`src/hw/rtl/tcf_isqrt.sv`:
```
// digit-serial integer square root, two radicand bits per cycle
module tcf_isqrt #(
	parameter int VW = 48,
	parameter int RW = 24
) (
	input  logic          clk,
	input  logic          arst_n,
	input  logic          start,
	input  logic [VW-1:0] radicand,
	output logic          done,
	output logic [RW-1:0] root
);
	localparam int CNT_W = $clog2(RW + 1);

	logic [VW-1:0]    rad_q;
	logic [RW+2:0]    rem_q;
	logic [RW-1:0]    root_q;
	logic [CNT_W-1:0] cnt_q;
	logic             busy_q;
	logic             done_q;
	logic [RW+2:0]    rem_sh;
	logic [RW+2:0]    trial;
	logic             ge;

	assign rem_sh = {rem_q[RW:0], rad_q[VW-1 -: 2]};
	assign trial  = {1'b0, root_q, 2'b01};
	assign ge     = rem_sh >= trial;

	always_ff @(posedge clk or negedge arst_n) begin
		if (!arst_n) begin
			busy_q <= 1'b0;
			done_q <= 1'b0;
			cnt_q  <= '0;
		end else begin
			done_q <= 1'b0;
			if (start) begin
				busy_q <= 1'b1;
				cnt_q  <= CNT_W'(RW);
			end else if (busy_q) begin
				cnt_q <= cnt_q - 1'b1;
				if (cnt_q == CNT_W'(1)) begin
					busy_q <= 1'b0;
					done_q <= 1'b1;
				end
			end
		end
	end

	always_ff @(posedge clk) begin
		if (start) begin
			rad_q  <= radicand;
			rem_q  <= '0;
			root_q <= '0;
		end else if (busy_q) begin
			rad_q  <= rad_q << 2;
			rem_q  <= ge ? (rem_sh - trial) : rem_sh;
			root_q <= {root_q[RW-2:0], ge};
		end
	end

	assign done = done_q;
	assign root = root_q;

endmodule

```
`config.mk`:
```
export PLATFORM = sky130hd
export DESIGN_NAME = tcf_isqrt
export DESIGN_NICKNAME = d
export VERILOG_FILES = /design/src/hw/rtl/tcf_isqrt.sv
export SDC_FILE = /design/constraint.sdc
export NUM_CORES = 1
export LEC_CHECK = 0
export BUFFER_PORTS_ARGS = -buffer_cell sky130_fd_sc_hd__buf_2
export CORE_ASPECT_RATIO = 0.9
export CORE_MARGIN = 5
export CORE_UTILIZATION = 40
export CTS_CLUSTER_DIAMETER = 40
export DETAILED_ROUTE_END_ITERATION = 16
export PLACE_DENSITY = 0.63
export SLEW_MARGIN = 20
export SYNTH_ARGS = -nofsm -noshare
export SYNTH_HDL_FRONTEND = slang
export SYNTH_SLANG_ARGS = --single-unit
```
`constraint.sdc`:
```
create_clock -name clk -period 2.1 [get_ports clk]
set_input_delay 0.105 -clock clk [delete_from_list [all_inputs] [get_ports clk]]
set_output_delay 0.105 -clock clk [all_outputs]
set_load 0.005 [all_outputs]
```
==> flow_summary.json <==
{
  "status": "complete, but fails checks",
  "violations": "setup timing",
  "syn_avg_cell_area_um2": 10.2,
  "die_y_um": 126,
  "finalWirelength_um": 16800,
  "num_io_pins": 76,
  "dp_hpwl_um": 11200,
  "ys.flop_type": "dfxtp_1",
  "final_cell_mix": "buf_4 (136), buf_2 (74), nor2_1 (61), edfxtp_1 (48), mux2_2 (46)",
  "grt_overflow_total": 0,
  "rsz0062_at_grt": "true",
  "antenna_found_initial": 0,
  "ctsRootBufferMaster": "clkbuf_16",
  "skew_ps": 12.4,
  "clock_latency_ps": 370,
  "setup_slack_ps": -306,
  "drc_errors": 0,
  "period_share": 1.15,
  "synth_area_mm2": 0.00596,
  "relSlewSlack": 0.600,
  "cts_made_buffers": 9,
  "syn_inst": 587,
  "multiInputGateArea_mm2": 0.00377,
  "maxCapViolCount": 0,
  "gp_congestion": 0.897,
  "drive_gt1_frac": 0.527,
  "criticalPathCategory": "flip-flop to flip-flop",
  "tightestPinTransition_ps": 601,
  "reg2reg_slack_ps": -310,
  "rows": 42,
  "synth-seq-cells": 104,
  "fin_util": 0.598,
  "p_leak_nw": 3.81,
  "dr.first_iter.drc_count": 336,
  "chipWidth_um": 139,
  "crit_fanout": 3,
  "path_clk_slew_ps": 80,
  "drtAntennaViolNets": 0,
  "ys_types": 70,
  "cts_tree": "built",
  "diodes": 0,
  "cp-end-kind": "flip-flop",
  "syn_to_final_growth_pct": 47.1,
  "htree_levels": 3,
  "holdWs_ps": 22.8,
  "holdCritPathClass": "primary input to flip-flop",
  "num_vias": 5386,
  "yosys_warnings": 0,
  "fmax_ghz": 0.416,
  "synth_edf_count": 48,
  "grt.total_usage": 0.184,
  "peakVddDrop_v": 0.000757,
  "setup_viol": 26,
  "critPathLaunchType": "flip-flop",
  "nFillCells": 1214,
  "firstDrtPassIters": 5,
  "vias_per_cell": 5.38,
  "cts_max_path_buffers": 2,
  "setup-tns-final_ps": -3330,
  "ys_seq_area_frac": 0.436,
  "wl_per_cell_um": 16.7,
  "layout_commonest_cell": "buf_4",
  "fin_area_mm2": 0.00877,
  "nets": 878,
  "port_buffers": 75,
  "cp.arrival_ps": 2660,
  "synth-async-reset-ratio": 0.0673,
  "powerDensity_mw_per_mm2": 1430,
  "grt_start_max_net_pins": 72,
  "finalPower_mw": 12.5,
  "die-area_mm2": 0.0174,
  "seqCellArea_mm2": 0.00262,
  "grt_pass1_wl_um": 26700,
  "synthesis.nets": 666,
  "worstPathRequired_ps": 2360,
  "clock-sinks": 104,
  "slew_violations": 0,
  "min_period_ps": 2410,
  "grt_pass1_vias": 5457,
  "finalHoldViolations": 0,
  "core_mm2": 0.0147,
  "initial_utilization": 0.406,
  "placed_cell_area_mm2": 0.00764
}
-- power by group --
| part | switching, mW | total [mW] | internal [mW] |
|---|---|---|---|
| Clock | 0.887 | 1.74 | 0.852 |
| Sequential | 0.217 | 2.67 | 2.45 |
| Combinational | 3.98 | 8.13 | 4.15 |
-- final cells by class --
class	count	share of cell area
repair buffers	232	0.192
clock buffers	9	0.0257
clock inverters	7	0.00914
well taps	198	0.0283
multi-input cells	415	0.430
flip-flops and latches	104	0.299
inverters	37	0.0158
-- cells by family after synthesis --
| family | count (synthesis) | synth area share |
|---|---|---|
| and+or+nand+nor | 164 | 0.132 |
| AOI/OAI and AO/OA | 127 | 0.157 |
| DFF | 104 | 0.436 |
| muxes | 71 | 0.130 |
| buffers and inverters | 70 | 0.0525 |
| adders and majority gates | 28 | 0.0588 |
| xor gates and xnor gates | 23 | 0.0338 |
-- cell usage after synthesis, drive strengths merged, types with 4 or more instances --
cell type / number / area share
nor2: 64 / 0.040
dfxtp: 49 / 0.16
edfxtp: 48 / 0.24
mux2: 47 / 0.089
inv: 37 / 0.023
o21ai: 36 / 0.037
ha: 28 / 0.059
nand2: 27 / 0.017
mux2i: 24 / 0.040
nand3: 24 / 0.020
a21oi: 22 / 0.019
buf: 17 / 0.019
clkbuf: 16 / 0.010
a311oi: 15 / 0.023
xor2: 12 / 0.018
xnor2: 11 / 0.016
a31oi: 9 / 0.0094
and3: 9 / 0.0094
nor3: 8 / 0.0067
dfrtp: 7 / 0.029
and2: 6 / 0.0067
nand4: 5 / 0.0052
nor2b: 5 / 0.0052
o21a: 5 / 0.0078
and4: 4 / 0.0067
o311ai: 4 / 0.0059
o31ai: 4 / 0.0050
or3: 4 / 0.0044
-- final timing paths --
check / start / to / cells after the start
worst max-delay path: rad_q[46]$_DFFE_PP_ / rem_q[14]$_SDFFE_PP0P_ / 9
worst min-delay path: radicand[1] / rad_q[1]$_SDFFCE_PN0P_ / 2
worst max register to register: rad_q[46]$_DFFE_PP_ / rem_q[14]$_SDFFE_PP0P_ / 9
worst min register to register: rem_q[23]$_SDFFE_PP0P_ / rem_q[23]$_SDFFE_PP0P_ / 2
max in group asynchronous: arst_n / busy_q$_DFF_PN0_ / 2
min in group asynchronous: arst_n / cnt_q[3]$_DFFE_PN0P_ / 2
-- metrics by stage --
| stage | worst slack (ps) | std cells |
|---|---|---|
| 3_3_place_gp | -385 | 958 |
| 5_1_grt | -386 | 1002 |
| 2_1_floorplan | -73.4 | 587 |
| 6_report | -306 | 1002 |
| 4_1_cts | -156 | 990 |
| 3_5_place_dp | -438 | 958 |
-- registers in the layout, indices dropped and copies added (netlist names) --
| signal | cells |
|---|---|
| root | 24 |
| done | 1 |
| rad_q | 48 |
| busy_q | 1 |
| rem_q | 25 |
| cnt_q | 5 |
-- repair_timing --
item,4_1_cts,5_1_grt
setup endpoints to repair,26,26
pin swaps,29,34
setup buffers,13,12
cloned,2,1
hold buffers,1,0
resized for setup,77,48
hold endpoints to repair,7,0
-- layer usage --
| layer | global-route usage | part of all wire | vias up |
|---|---|---|---|
| met2 | 0.308 | 0.47 | 178 |
| met3 | 0.0428 | 0.070 | 32 |
| met4 | 0.0547 | 0.021 | 0 |
| met1 | 0.240 | 0.43 | 2581 |
| li1 | - | - | 2595 |
| met5 | 0 | 0 | - |
-- critical path: stages, from the launching register on --
cell and delay [ps]:
edfxtp_1 450, inv_2 110, ha_4 160, nor2b_4 40
o31a_1 300, o311a_1 310, a211o_1 280, xor2_1 190
o21ai_1 150, a311oi_1 310
No activity file was read; power rests on OpenSTA's default activity.
