<file path="src/hw/rtl/tcf_pkg.sv">
// shared constants, register indexes and arctangent table for the tilt filter
package tcf_pkg;

	localparam int ATAN_ENTRIES = 24;
	localparam int ZW           = 25;
	localparam int TILT_W       = 15;
	localparam int FUSED_W      = 16;
	localparam int CFG_W        = 16;
	localparam int CFG_IDX_W    = 2;
	localparam int MA_W         = 25;
	localparam int MB_W         = 18;
	localparam int PROD_W       = MA_W + MB_W;
	localparam int ACC_W        = 60;
	localparam int OUT_W        = 96;

	localparam logic [CFG_IDX_W-1:0] REG_BLEND = 2'd0;
	localparam logic [CFG_IDX_W-1:0] REG_GAIN  = 2'd1;

	localparam logic [CFG_W-1:0]  BLEND_RESET = 16'd32113;
	localparam logic [CFG_W-1:0]  GAIN_RESET  = 16'd16393;
	localparam logic [CFG_W:0]    Q15_ONE     = 17'd32768;
	localparam logic [TILT_W-1:0] DEG90_Q7    = 15'd11520;

	// atan(2^-i) in 2^-16 degree
	function automatic logic [ZW-1:0] atan_entry(input logic [4:0] i);
		logic [ZW-1:0] v;
		case (i)
			5'd0:  v = 25'd2949120;
			5'd1:  v = 25'd1740967;
			5'd2:  v = 25'd919879;
			5'd3:  v = 25'd466945;
			5'd4:  v = 25'd234379;
			5'd5:  v = 25'd117304;
			5'd6:  v = 25'd58666;
			5'd7:  v = 25'd29335;
			5'd8:  v = 25'd14668;
			5'd9:  v = 25'd7334;
			5'd10: v = 25'd3667;
			5'd11: v = 25'd1833;
			5'd12: v = 25'd917;
			5'd13: v = 25'd458;
			5'd14: v = 25'd229;
			5'd15: v = 25'd115;
			5'd16: v = 25'd57;
			5'd17: v = 25'd29;
			5'd18: v = 25'd14;
			5'd19: v = 25'd7;
			5'd20: v = 25'd4;
			5'd21: v = 25'd2;
			5'd22: v = 25'd1;
			default: v = '0;
		endcase
		return v;
	endfunction

endpackage

</file>
<file path="src/hw/rtl/tcf_blend.sv">
// complementary blend with one shared multiplier and the fused angle state
module tcf_blend
	import tcf_pkg::*;
#(
	parameter int SW = 16
) (
	input  logic                               clk,
	input  logic                               arst_n,
	input  logic                               start,
	input  logic signed [SW-1:0]               rate,
	input  logic signed [tcf_pkg::TILT_W-1:0]  tilt,
	input  logic [tcf_pkg::CFG_W:0]            weight,
	input  logic [tcf_pkg::CFG_W-1:0]          gain,
	output logic                               done,
	output logic signed [tcf_pkg::FUSED_W-1:0] fused
);
	localparam int QW = ACC_W - 39;

	logic [2:0]                step_q;
	logic                      busy_q, done_q;
	logic signed [FUSED_W-1:0] fused_q;
	logic signed [MA_W-1:0]    ma;
	logic signed [MB_W-1:0]    mb;
	logic signed [PROD_W-1:0]  prod_q, p_q, p_hi;
	logic signed [ACC_W-1:0]   acc_q, prod_ext, prod_up, sum;
	logic signed [QW-1:0]      q;
	logic                      ovf;

	assign p_hi = p_q >>> 24;

	always_comb begin
		case (step_q)
			3'd0: begin
				ma = MA_W'(rate);
				mb = $signed({2'b00, gain});
			end
			3'd1: begin
				ma = MA_W'(fused_q);
				mb = $signed({1'b0, weight});
			end
			3'd2: begin
				ma = MA_W'(tilt);
				mb = $signed({1'b0, Q15_ONE - weight});
			end
			3'd3: begin
				ma = MA_W'(p_hi);
				mb = $signed({1'b0, weight});
			end
			3'd4: begin
				ma = $signed({1'b0, p_q[23:0]});
				mb = $signed({1'b0, weight});
			end
			default: begin
				ma = '0;
				mb = '0;
			end
		endcase
	end

	assign prod_ext = ACC_W'(prod_q);
	assign prod_up  = prod_ext <<< 24;
	assign sum      = acc_q + (ACC_W'(1) <<< 38);
	assign q        = sum[ACC_W-1:39];
	assign ovf      = !(&q[QW-1:FUSED_W-1] || ~|q[QW-1:FUSED_W-1]);

	always_ff @(posedge clk or negedge arst_n) begin
		if (!arst_n) begin
			busy_q  <= 1'b0;
			done_q  <= 1'b0;
			step_q  <= '0;
			fused_q <= '0;
		end else begin
			done_q <= 1'b0;
			if (start) begin
				busy_q <= 1'b1;
				step_q <= '0;
			end else if (busy_q) begin
				step_q <= step_q + 1'b1;
				if (step_q == 3'd6) begin
					busy_q <= 1'b0;
					done_q <= 1'b1;
					if (ovf) begin
						fused_q <= q[QW-1] ? 16'sh8000 : 16'sh7fff;
					end else begin
						fused_q <= q[FUSED_W-1:0];
					end
				end
			end
		end
	end

	always_ff @(posedge clk) begin
		prod_q <= ma * mb;
		case (step_q)
			3'd1: p_q <= prod_q;
			3'd2: acc_q <= prod_up;
			3'd3: acc_q <= acc_q + prod_up;
			3'd4: acc_q <= acc_q + prod_up;
			3'd5: acc_q <= acc_q + prod_ext;
			default: begin
			end
		endcase
	end

	assign done  = done_q;
	assign fused = fused_q;

endmodule

</file>
<file path="config.mk">
export PLATFORM = sky130hd
export DESIGN_NAME = tcf_blend
export DESIGN_NICKNAME = d
export VERILOG_FILES = /design/src/hw/rtl/tcf_pkg.sv /design/src/hw/rtl/tcf_blend.sv
export SDC_FILE = /design/constraint.sdc
export NUM_CORES = 2
export LEC_CHECK = 0
export BUFFER_PORTS_ARGS = -buffer_cell sky130_fd_sc_hd__buf_2
export CAP_MARGIN = 25
export CORE_MARGIN = 4
export CORE_UTILIZATION = 40
export CTS_CLUSTER_DIAMETER = 200
export DETAILED_ROUTE_END_ITERATION = 7
export GPL_ROUTABILITY_DRIVEN = 0
export GPL_TIMING_DRIVEN = 0
export PLACE_DENSITY = 0.55
export SLEW_MARGIN = 20
export SYNTH_ARGS = -nofsm -noshare
export SYNTH_HDL_FRONTEND = slang
export SYNTH_SLANG_ARGS = --single-unit
</file>
<file path="constraint.sdc">
create_clock -name clk -period 9.5 [get_ports clk]
set_input_delay 1.9 -clock clk [delete_from_list [all_inputs] [get_ports clk]]
set_output_delay 1.9 -clock clk [all_outputs]
set_load 0.005 [all_outputs]
</file>
==> metrics.txt <==
slowest stage delay, CP=between 0.5 and 0.6 ns; Setup TNS=0 ns; most used cell, CP=fa_1; antenna-violating nets left=0; area of the multi-input gates=0.02061 mm^2; Post-DP HPWL=slightly below 80000 um; Worst Min Path Start=fused[3]$_DFFE_PN0P_; Row Count=94; FF-to-FF Start=step_q[0]$_DFFE_PN0P_; critical path data arrival time=approximately 9.8 ns; DRC Markers=0; Cell variety after synth=97; share of cells above drive strength 1=0.1078; Primary FF master, synth=edfxtp_1; final worst slack=0.06747 ns; r2r setup slk=0.21 ns; period utilisation layout=0.9929; synthesized area=0.02691 mm^2; Overflow after GRT=0; Die ar.=0.07148 mm^2; CP max FO=5; Sink Count=167; Hold Crit Depth=1; Final setup viols=0; DR WL/cell=23.85 um; CTS tree=built; hold buffer count at cts=0; final slew viol count=0; syn_area_per_cell=between 8 and 9 um^2; Synth Net Count=3696; first-pass GRT wire length=145600 um; crit path capture type=flop; Finished Layout Cells=4033; largest net degree at the start of global routing=53; fill count=around 6400; Post-synth ARST share=0.1257; starting density of the core=0.4064; outcome=complete, no violations; EDFF count, synth=103; critical path launch point type=input port; top cell type's share of synthesized area=0.3110; Critical Path Source=weight[6]; synthesis warning total=0; R2R Path End=prod_q[40]$_DFF_P_; input/output buffers=82; Area Growth Syn to Fin=12.20%; DR vias=22818; die width=267.4 um; max-cap viol count=0; Clock Latency Late Sink=0.47 ns; Hold Path End=fused[3]$_DFFE_PN0P_; CP Class=in -> reg; Area contributors post-synth=fa_1, edfxtp_1, ha_1; CTS Buf Count=17; vias per cell=approximately 5.7; initial antenna violation count=11; Req. time, crit path=9.89 ns; Synth Instances=3006; clock root cell=clkbuf_16; Clk pin slew, worst setup/hold paths=~0.070 ns; flip-flop and latch area=0.004479 mm^2; H-tree levels=4; Max Buffers Root-to-Sink=2; final non-filler cell area=0.03019 mm^2; Post-Route WL=96200 um; GR Util All Layers=0.2727; vias in the first global route=23547; Hold Vio Cnt, Final=0; Slew HR=0.2471; initial DRC count=2013; Worst Hold Class=reg -> reg; post-synthesis register bit count=167; Reg2Reg Depth=30; num ports=84; Seq/Total Area, Yosys=0.1665; pre-CTS WS=-1.391 ns; fin crit period=9.433 ns; CP max stage cell=fa_1; post-synth top area cell=fa_1; Clock Skew=~0.014 ns; RSZ-0062 raised after global routing=yes; fin nets=slightly below 4000; drt first pass iters=5; FMAX=0.1060 GHz; Placed Area=0.02864 mm^2; Worst-Margin Slew=1.122 ns; total core area=0.06622 mm^2; Cells after DPL=3966; die extent in y=267.4 um
-- registers in the layout (all words and copies together) (netlist names) --
name and cells:
prod_q 43, busy_q 1, p_q 43, step_q 3, done 1, acc_q 60, fused 16
-- synth_stat cells (11+ instances only) --
| cell | n |
|---|---|
| a211oi_1 | 19 |
| a21o_1 | 63 |
| a21oi_1 | 129 |
| a221o_1 | 12 |
| a22oi_1 | 44 |
| a31oi_1 | 13 |
| and2_1 | 12 |
| and3_1 | 17 |
| and4_1 | 14 |
| buf_1 | 11 |
| clkbuf_1 | 90 |
| dfrtp_1 | 21 |
| dfxtp_1 | 43 |
| edfxtp_1 | 103 |
| fa_1 | 418 |
| ha_1 | 205 |
| inv_1 | 513 |
| nand2_1 | 312 |
| nand2b_1 | 33 |
| nand3_1 | 33 |
| nand4_1 | 25 |
| nor2_1 | 333 |
| nor2b_1 | 24 |
| nor3_1 | 31 |
| o21a_1 | 23 |
| o21ai_0 | 104 |
| o21ai_1 | 15 |
| o21bai_1 | 19 |
| o22a_1 | 15 |
| or2_2 | 15 |
| xnor2_1 | 86 |
| xor2_1 | 50 |
-- per-layer routing --
metal / vias up / share of wire / track usage
li1: 10128 / - / -
met1: 11332 / 0.41 / 0.3643
met2: 1087 / 0.43 / 0.4168
met3: 261 / 0.10 / 0.06808
met4: 10 / 0.056 / 0.1305
met5: - / 0.00083 / 0
-- worst max-delay path: cells and delay by family --
| family | cells | cell delay, ns |
|---|---|---|
| xor+xnor | 1 | 0.12 |
| fa+ha+maj | 7 | 3.08 |
| simple gates | 5 | 1.47 |
| buf+inv | 6 | 0.64 |
| compound gates | 10 | 2.58 |
-- cells by family (layout without fill, tap and decap cells) --
group,Yosys count,in the layout,share of synthesized area
and+or+nand+nor,883,883,0.1453
AOI/OAI and AO/OA,565,565,0.1468
other,0,5,0
xor gates and xnor gates,136,136,0.04427
DFF,167,167,0.1665
muxes,7,7,0.002650
buffers and inverters,625,783,0.08816
adders and majority gates,623,623,0.4063
-- cells in the final DEF, fill, tap and decap left out, drive strengths merged, types with 21 or more instances in the layout --
master and count:
inv 520, nor2b 24, a21o 64, nand2 312
nor2 334, nand3 33, nand2b 33, xor2 50
nand4 25, clkbuf 96, ha 205, fa 418
dfxtp 43, o21a 23, dfrtp 21, o21ai 121
a22oi 45, edfxtp 103, a21oi 135, buf 160
nor3 32, xnor2 86
-- repair_timing --
| item | in CTS | in global routing |
|---|---|---|
| setup endpoints to repair | 24 | 12 |
| resized for setup | 78 | 108 |
| pin swaps | 14 | 52 |
| buffers inserted | 17 | 22 |
-- cell type report --
type,instances,area share
antenna,5,0.0004144
buffer,104,0.01803
clock buffer,18,0.01421
clock inverter,14,0.006133
inverter,513,0.06378
multi-input combinational,2214,0.6828
sequential,167,0.1484
tap,864,0.03581
timing repair buffer,134,0.03046
-- metrics by stage --
step	hold slack, ns	utilization
2_1_floorplan	0.4148	-
3_3_place_gp	0.5449	0.4289
3_5_place_dp	0.5494	0.4325
4_1_cts	0.5664	0.4481
5_1_grt	0.5777	0.4558
6_report	0.5574	0.4560
-- how the worst max path moves through the flow --
| stage | slack (ns) | cells after the start | to |
|---|---|---|---|
| after floorplan | 0.26 | 31 | prod_q[40]$_DFF_P_ |
| after global placement | -2.24 | 32 | prod_q[41]$_DFF_P_ |
| after detailed placement | -1.39 | 29 | prod_q[41]$_DFF_P_ |
| after CTS | -0.02 | 34 | prod_q[41]$_DFF_P_ |
| after global routing | -0.12 | 33 | prod_q[41]$_DFF_P_ |
| final | 0.07 | 29 | prod_q[40]$_DFF_P_ |
Power is not shown: default switching activity piles up to over one toggle a cycle in this logic, so the estimate is an artifact.
