**src/hw/rtl/tcf_pkg.sv**
```systemverilog
// shared constants, register indexes and arctangent table for the tilt filter
package tcf_pkg;

	localparam int ATAN_ENTRIES = 24;
	localparam int ZW           = 25;
	localparam int TILT_W       = 15;
	localparam int FUSED_W      = 16;
	localparam int CFG_W        = 16;
	localparam int CFG_IDX_W    = 2;
	localparam int MA_W         = 25;
	localparam int MB_W         = 18;
	localparam int PROD_W       = MA_W + MB_W;
	localparam int ACC_W        = 60;
	localparam int OUT_W        = 96;

	localparam logic [CFG_IDX_W-1:0] REG_BLEND = 2'd0;
	localparam logic [CFG_IDX_W-1:0] REG_GAIN  = 2'd1;

	localparam logic [CFG_W-1:0]  BLEND_RESET = 16'd32113;
	localparam logic [CFG_W-1:0]  GAIN_RESET  = 16'd16393;
	localparam logic [CFG_W:0]    Q15_ONE     = 17'd32768;
	localparam logic [TILT_W-1:0] DEG90_Q7    = 15'd11520;

	// atan(2^-i) in 2^-16 degree
	function automatic logic [ZW-1:0] atan_entry(input logic [4:0] i);
		logic [ZW-1:0] v;
		case (i)
			5'd0:  v = 25'd2949120;
			5'd1:  v = 25'd1740967;
			5'd2:  v = 25'd919879;
			5'd3:  v = 25'd466945;
			5'd4:  v = 25'd234379;
			5'd5:  v = 25'd117304;
			5'd6:  v = 25'd58666;
			5'd7:  v = 25'd29335;
			5'd8:  v = 25'd14668;
			5'd9:  v = 25'd7334;
			5'd10: v = 25'd3667;
			5'd11: v = 25'd1833;
			5'd12: v = 25'd917;
			5'd13: v = 25'd458;
			5'd14: v = 25'd229;
			5'd15: v = 25'd115;
			5'd16: v = 25'd57;
			5'd17: v = 25'd29;
			5'd18: v = 25'd14;
			5'd19: v = 25'd7;
			5'd20: v = 25'd4;
			5'd21: v = 25'd2;
			5'd22: v = 25'd1;
			default: v = '0;
		endcase
		return v;
	endfunction

endpackage

```
**src/hw/rtl/tcf_cordic.sv**
```systemverilog
// iterative vectoring cordic giving atan(num/den) in 1/128 degree
module tcf_cordic
	import tcf_pkg::*;
#(
	parameter int CW    = 27,
	parameter int STEPS = 16
) (
	input  logic                            clk,
	input  logic                            arst_n,
	input  logic                            start,
	input  logic signed [CW-1:0]            num,
	input  logic signed [CW-1:0]            den,
	output logic                            done,
	output logic signed [tcf_pkg::TILT_W-1:0] angle
);
	localparam int NSTEP = (STEPS > ATAN_ENTRIES) ? ATAN_ENTRIES : STEPS;
	localparam int IW    = $clog2(NSTEP + 1);

	logic signed [CW-1:0]     x_q, y_q, xs, ys;
	logic signed [ZW-1:0]     z_q, zc, rsum;
	logic [IW-1:0]            i_q;
	logic                     neg_q, busy_q, done_q, spec_q;
	logic signed [TILT_W-1:0] angle_q;
	logic [ZW-1:0]            at;
	logic [ZW-10:0]           r_mag;
	logic [TILT_W-1:0]        mag;

	assign xs    = x_q >>> i_q;
	assign ys    = y_q >>> i_q;
	assign at    = atan_entry(5'(i_q));
	assign zc    = z_q[ZW-1] ? '0 : z_q;
	assign rsum  = zc + ZW'(256);
	assign r_mag = rsum[ZW-1:9];
	assign mag   = (r_mag > (ZW-9)'(DEG90_Q7)) ? DEG90_Q7 : TILT_W'(r_mag);

	// zero operands still run the full count so all lanes finish together
	always_ff @(posedge clk or negedge arst_n) begin
		if (!arst_n) begin
			busy_q <= 1'b0;
			done_q <= 1'b0;
			i_q    <= '0;
		end else begin
			done_q <= 1'b0;
			if (start) begin
				i_q    <= '0;
				busy_q <= 1'b1;
			end else if (busy_q) begin
				if (i_q == IW'(NSTEP)) begin
					busy_q <= 1'b0;
					done_q <= 1'b1;
				end else begin
					i_q <= i_q + 1'b1;
				end
			end
		end
	end

	always_ff @(posedge clk) begin
		if (start) begin
			x_q    <= den[CW-1] ? -den : den;
			y_q    <= num[CW-1] ? -num : num;
			z_q    <= '0;
			neg_q  <= num[CW-1] ^ den[CW-1];
			spec_q <= (num == '0) || (den == '0);
			if (num == '0) begin
				angle_q <= '0;
			end else if (den == '0) begin
				angle_q <= num[CW-1] ? -$signed(DEG90_Q7) : $signed(DEG90_Q7);
			end
		end else if (busy_q) begin
			if (i_q == IW'(NSTEP)) begin
				if (!spec_q) begin
					angle_q <= neg_q ? -$signed(mag) : $signed(mag);
				end
			end else if (!y_q[CW-1]) begin
				x_q <= x_q + ys;
				y_q <= y_q - xs;
				z_q <= z_q + $signed(at);
			end else begin
				x_q <= x_q - ys;
				y_q <= y_q + xs;
				z_q <= z_q - $signed(at);
			end
		end
	end

	assign done  = done_q;
	assign angle = angle_q;

endmodule

```
**config.mk**
```make
export PLATFORM = sky130hd
export DESIGN_NAME = tcf_cordic
export DESIGN_NICKNAME = d
export VERILOG_FILES = /design/src/hw/rtl/tcf_pkg.sv /design/src/hw/rtl/tcf_cordic.sv
export SDC_FILE = /design/constraint.sdc
export NUM_CORES = 1
export LEC_CHECK = 0
export BUFFER_PORTS_ARGS = -buffer_cell sky130_fd_sc_hd__buf_2
export CAP_MARGIN = 20
export CORE_ASPECT_RATIO = 1.75
export CORE_MARGIN = 5
export CORE_UTILIZATION = 45
export DETAILED_ROUTE_END_ITERATION = 10
export PLACE_DENSITY_LB_ADDON = 0.1
export SLEW_MARGIN = 20
export SYNTH_ARGS = -nofsm -noshare
export SYNTH_HDL_FRONTEND = slang
export SYNTH_SLANG_ARGS = --single-unit
```
**constraint.sdc**
```tcl
create_clock -name clk -period 8.29 [get_ports clk]
set_clock_uncertainty 0.15 [all_clocks]
set_input_delay 0.4145 -clock clk [delete_from_list [all_inputs] [get_ports clk]]
set_output_delay 0.4145 -clock clk [all_outputs]
set_load 0.005 [all_outputs]
```
==> flow_summary_export.csv <==
group,metric,value,unit
grt,grt_pass1_vias,13990,
sta,setup-violations-final,0,
sta,rsz0062_at_grt,"false",
sta,tightest_slew,979.7,ps
layout,synthToLayoutAreaGrowth,5.956,%
critical_path,cp_top_family,"compound AO/OA/AOI/OAI gates",
critical_path,crit_chain,"buf_4 -> mux4_2 -> mux2_2 -> o211ai_1 -> nand3_1 -> nor4_1 -> and2_1 -> a21oi_1 -> xnor2_1 -> ha_1 -> o21a_1 -> o211ai_1 -> nor3_1 -> a2111oi_0 -> o21ai_0 -> nand3_1 -> o2111ai_1 -> a311o_1 -> xnor3_1 -> o21ai_1",
sta,maxSlewViolCount,0,
synth,synth_top_area_share,14.29,%
detailed_routing,wl_per_cell,22.03,um
detailed_routing,drc,0,
clocking,path_clk_slew,90,ps
grt,grt_first_pass_wirelength,78.04,mm
detailed_routing,num_vias,14250,
critical_path,critPathBufInv,1,
job,max-cap-violations,0,
synth,synth_edf_count,71,
sta,fin_crit_sh,85.20,%
grt,antenna_found_initial,0,
floorplanning,die_x,147.6,um
layout,num_antenna_cells,0,
placement,pre_cts_slack,1237,ps
clocking,clock-sinks,103,
grt,grt_usage,26.49,%
clocking,clk_latency,400,ps
clocking,root_buffer,"clkbuf_16",
clocking,post-cts-setup-buffers,0,
sta,hold_violations,0,
placement,hpwl,38.23,mm
placement,gp_congestion,0.9647,
layout,n_fill_cell,3330,
synth,synth_nets,1990,
outcome,outcome,"finished, final reports clean",
power_and_ir_drop,ir_drop,0.0002846,V
detailed_routing,postRouteAntennaNets,0,
clocking,cts_tree,"done",
sta,finalCriticalPeriod,7063,ps
detailed_routing,viasPerCell,6.356,
synth,ys.flop_type,"edfxtp_1",
detailed_routing,drt_iter0_drc,829,
critical_path,max_stage_delay,1010,ps
sta,relSlewSlack,33.00,%
grt,grt_start_max_net_pins,80,
layout,drive_gt1_share,12.30,%
critical_path,worstPathArrival,7040,ps
sta,fin_tns_setup,0,ps
synth,synth_cells,1835,
synth,ys_top_cells_by_count,"nand2_1 (219), a21oi_1 (164), nor2_1 (157), o21ai_0 (114), xnor2_1 (112)",
layout,nets,1987,
floorplanning,dieArea,0.03703,mm2
critical_path,slowest_stage,"dfrtp_4",
synth,yosysWarnings,0,
critical_path,crit_type,"flop to flop",
power_and_ir_drop,p_leak,6.252,nW
grt,grt_remaining_overflow,0,
floorplanning,start_util,45.31,%
synth,syn_area,0.01492,mm2
synth,syn_avg_cell_area,8.129,um2
placement,io_buffers,72,
worst_hold_path,hold_class,"primary input to flop",
synth,ys_ff_latch,103,
synth,synth_top_area_cell,"edfxtp_1",
floorplanning,row_count,88,
clocking,cts_resized,0,
floorplanning,core,0.03292,mm2
synth,synth.most_common_cell,"nand2_1",
critical_path,start_kind,"flop",
clocking,cts_buffers,9,
synth,yosysUniqueCellTypes,85,
floorplanning,die_y,250.9,um
clocking,cts_hold_buf,1,
synth,ys_seq_area_share,18.82,%
power_and_ir_drop,powerDensity,490.4,mW/mm2
synth,synth.top_cells.by_area,"edfxtp_1 (14%), mux4_2 (8.8%), ha_1 (8.0%)",
sta,hold_slack,211.4,ps
detailed_routing,wirelength,49.39,mm
floorplanning,ioPinCount,73,
synth,synth-async-reset-ratio,6.796,%
detailed_routing,drt-pass1-iter-count,5,
clocking,htreeDepth,3,
critical_path,critPathCaptureType,"flop",
sta,fin_ws,1227,ps
critical_path,cp_max_fo,58,
clocking,cts_buffer_depth,2,
critical_path,crit_required,8270,ps
critical_path,reg2reg_setup_slack,1230,ps
sta,clock.fmax,0.1416,GHz
final timing paths:
check | startpoint | to | cells after the start
worst min register to register | z_q[6]$_SDFFE_PP0P_ | z_q[6]$_SDFFE_PP0P_ | 2
worst max register to register | i_q[0]$_DFFE_PN0P_ | y_q[26]$_DFFE_PP_ | 20
worst max-delay path | i_q[0]$_DFFE_PN0P_ | y_q[26]$_DFFE_PP_ | 20
worst min-delay path | num[0] | y_q[0]$_DFFE_PP_ | 2
max in group asynchronous | arst_n | i_q[0]$_DFFE_PN0P_ | 2
min in group asynchronous | arst_n | i_q[2]$_DFFE_PN0P_ | 2
state kept, by name (all words and copies together), names as in the netlist:
register and flops:
neg_q 1, z_q 25, x_q 27, angle 15, busy_q 1, y_q 27
i_q 5, done 1, spec_q 1
worst register-to-register path, cell delays in order, from the launching register on:
cell and delay, ps:
dfrtp_4 1010, buf_4 530, mux4_2 580, mux2_2 320, o211ai_1 190, nand3_1 170, nor4_1 450, and2_1 270
a21oi_1 100, xnor2_1 160, ha_1 330, o21a_1 140, o211ai_1 200, nor3_1 70, a2111oi_0 860, o21ai_0 330
nand3_1 220, o2111ai_1 150, a311o_1 310, xnor3_1 200, o21ai_1 50
per-stage QoR:
| step | cell area (um2) | instances | utilization, % | power, mW |
|---|---|---|---|---|
| 2_1_floorplan | 14920 | 1835 | - | 5.817 |
| 6_report | 15810 | 2242 | 48.01 | 7.751 |
| 5_1_grt | 15810 | 2242 | 48.01 | 8.504 |
| 3_3_place_gp | 15480 | 2225 | 47.02 | 7.179 |
| 3_5_place_dp | 15480 | 2225 | 47.02 | 7.226 |
| 4_1_cts | 15810 | 2242 | 48.01 | 7.747 |
kinds of logic (layout without fill, tap and decap cells):
family          after synthesis  after routing  share of synthesized area, %
fa+ha+maj                    98             98                         8.371
buf+inv                     158            160                         4.513
xor+xnor                    191            191                         11.31
compound gates              536            536                         22.82
flops                       103            103                         18.82
mux                         138            138                         14.39
simple gates                611            611                         19.79
power by group:
part,internal [mW],switching [mW]
Clock,0.219,0.251
Sequential,0.866,0.428
Combinational,2.66,3.33
Total,3.75,4.00
final cells by class:
type	count	area (um2)	share of cell area, %
tap	405	506.7	3.206
inverter	51	191.4	1.211
clock buffer	9	225.2	1.425
multi-input combinational	1574	11450	72.47
sequential	103	2816	17.82
timing repair buffer	93	523.0	3.309
clock inverter	7	88.84	0.5621
per-layer routing:
layer  vias up  routed length [um]  part of all wire [%]  global-route usage (%)
met2       470               25930                    52                   48.53
met5         -                   0                     0                       0
met1      6806               17920                    36                   29.01
li1       6833                   -                     -                       -
met4         0                3293                   6.7                   15.52
met3       141                2246                   4.5                   3.282
layout by cell type (no fill, tap or decap), drive strengths merged, types with 11 or more instances in the layout:
master | synthesis | routed
xor2 | 78 | 78
o22ai | 17 | 17
nor2b | 23 | 23
xnor2 | 112 | 112
dfxtp | 25 | 25
a21o | 28 | 28
o21a | 11 | 11
nor2 | 157 | 157
nand4 | 11 | 11
o21ai | 122 | 122
a211oi | 19 | 19
and3 | 16 | 16
nor4 | 11 | 11
mux2 | 28 | 28
o21bai | 12 | 12
and2 | 18 | 18
ha | 95 | 95
o31ai | 27 | 27
or3 | 11 | 11
nor3 | 31 | 31
buf | 44 | 92
edfxtp | 71 | 71
mux4 | 58 | 58
o211ai | 13 | 13
mux2i | 52 | 52
or2 | 13 | 13
a21oi | 164 | 164
nand2 | 219 | 219
inv | 50 | 54
nand2b | 30 | 30
a31oi | 24 | 24
nand3 | 28 | 28
No activity file was read; power rests on OpenSTA's default activity.
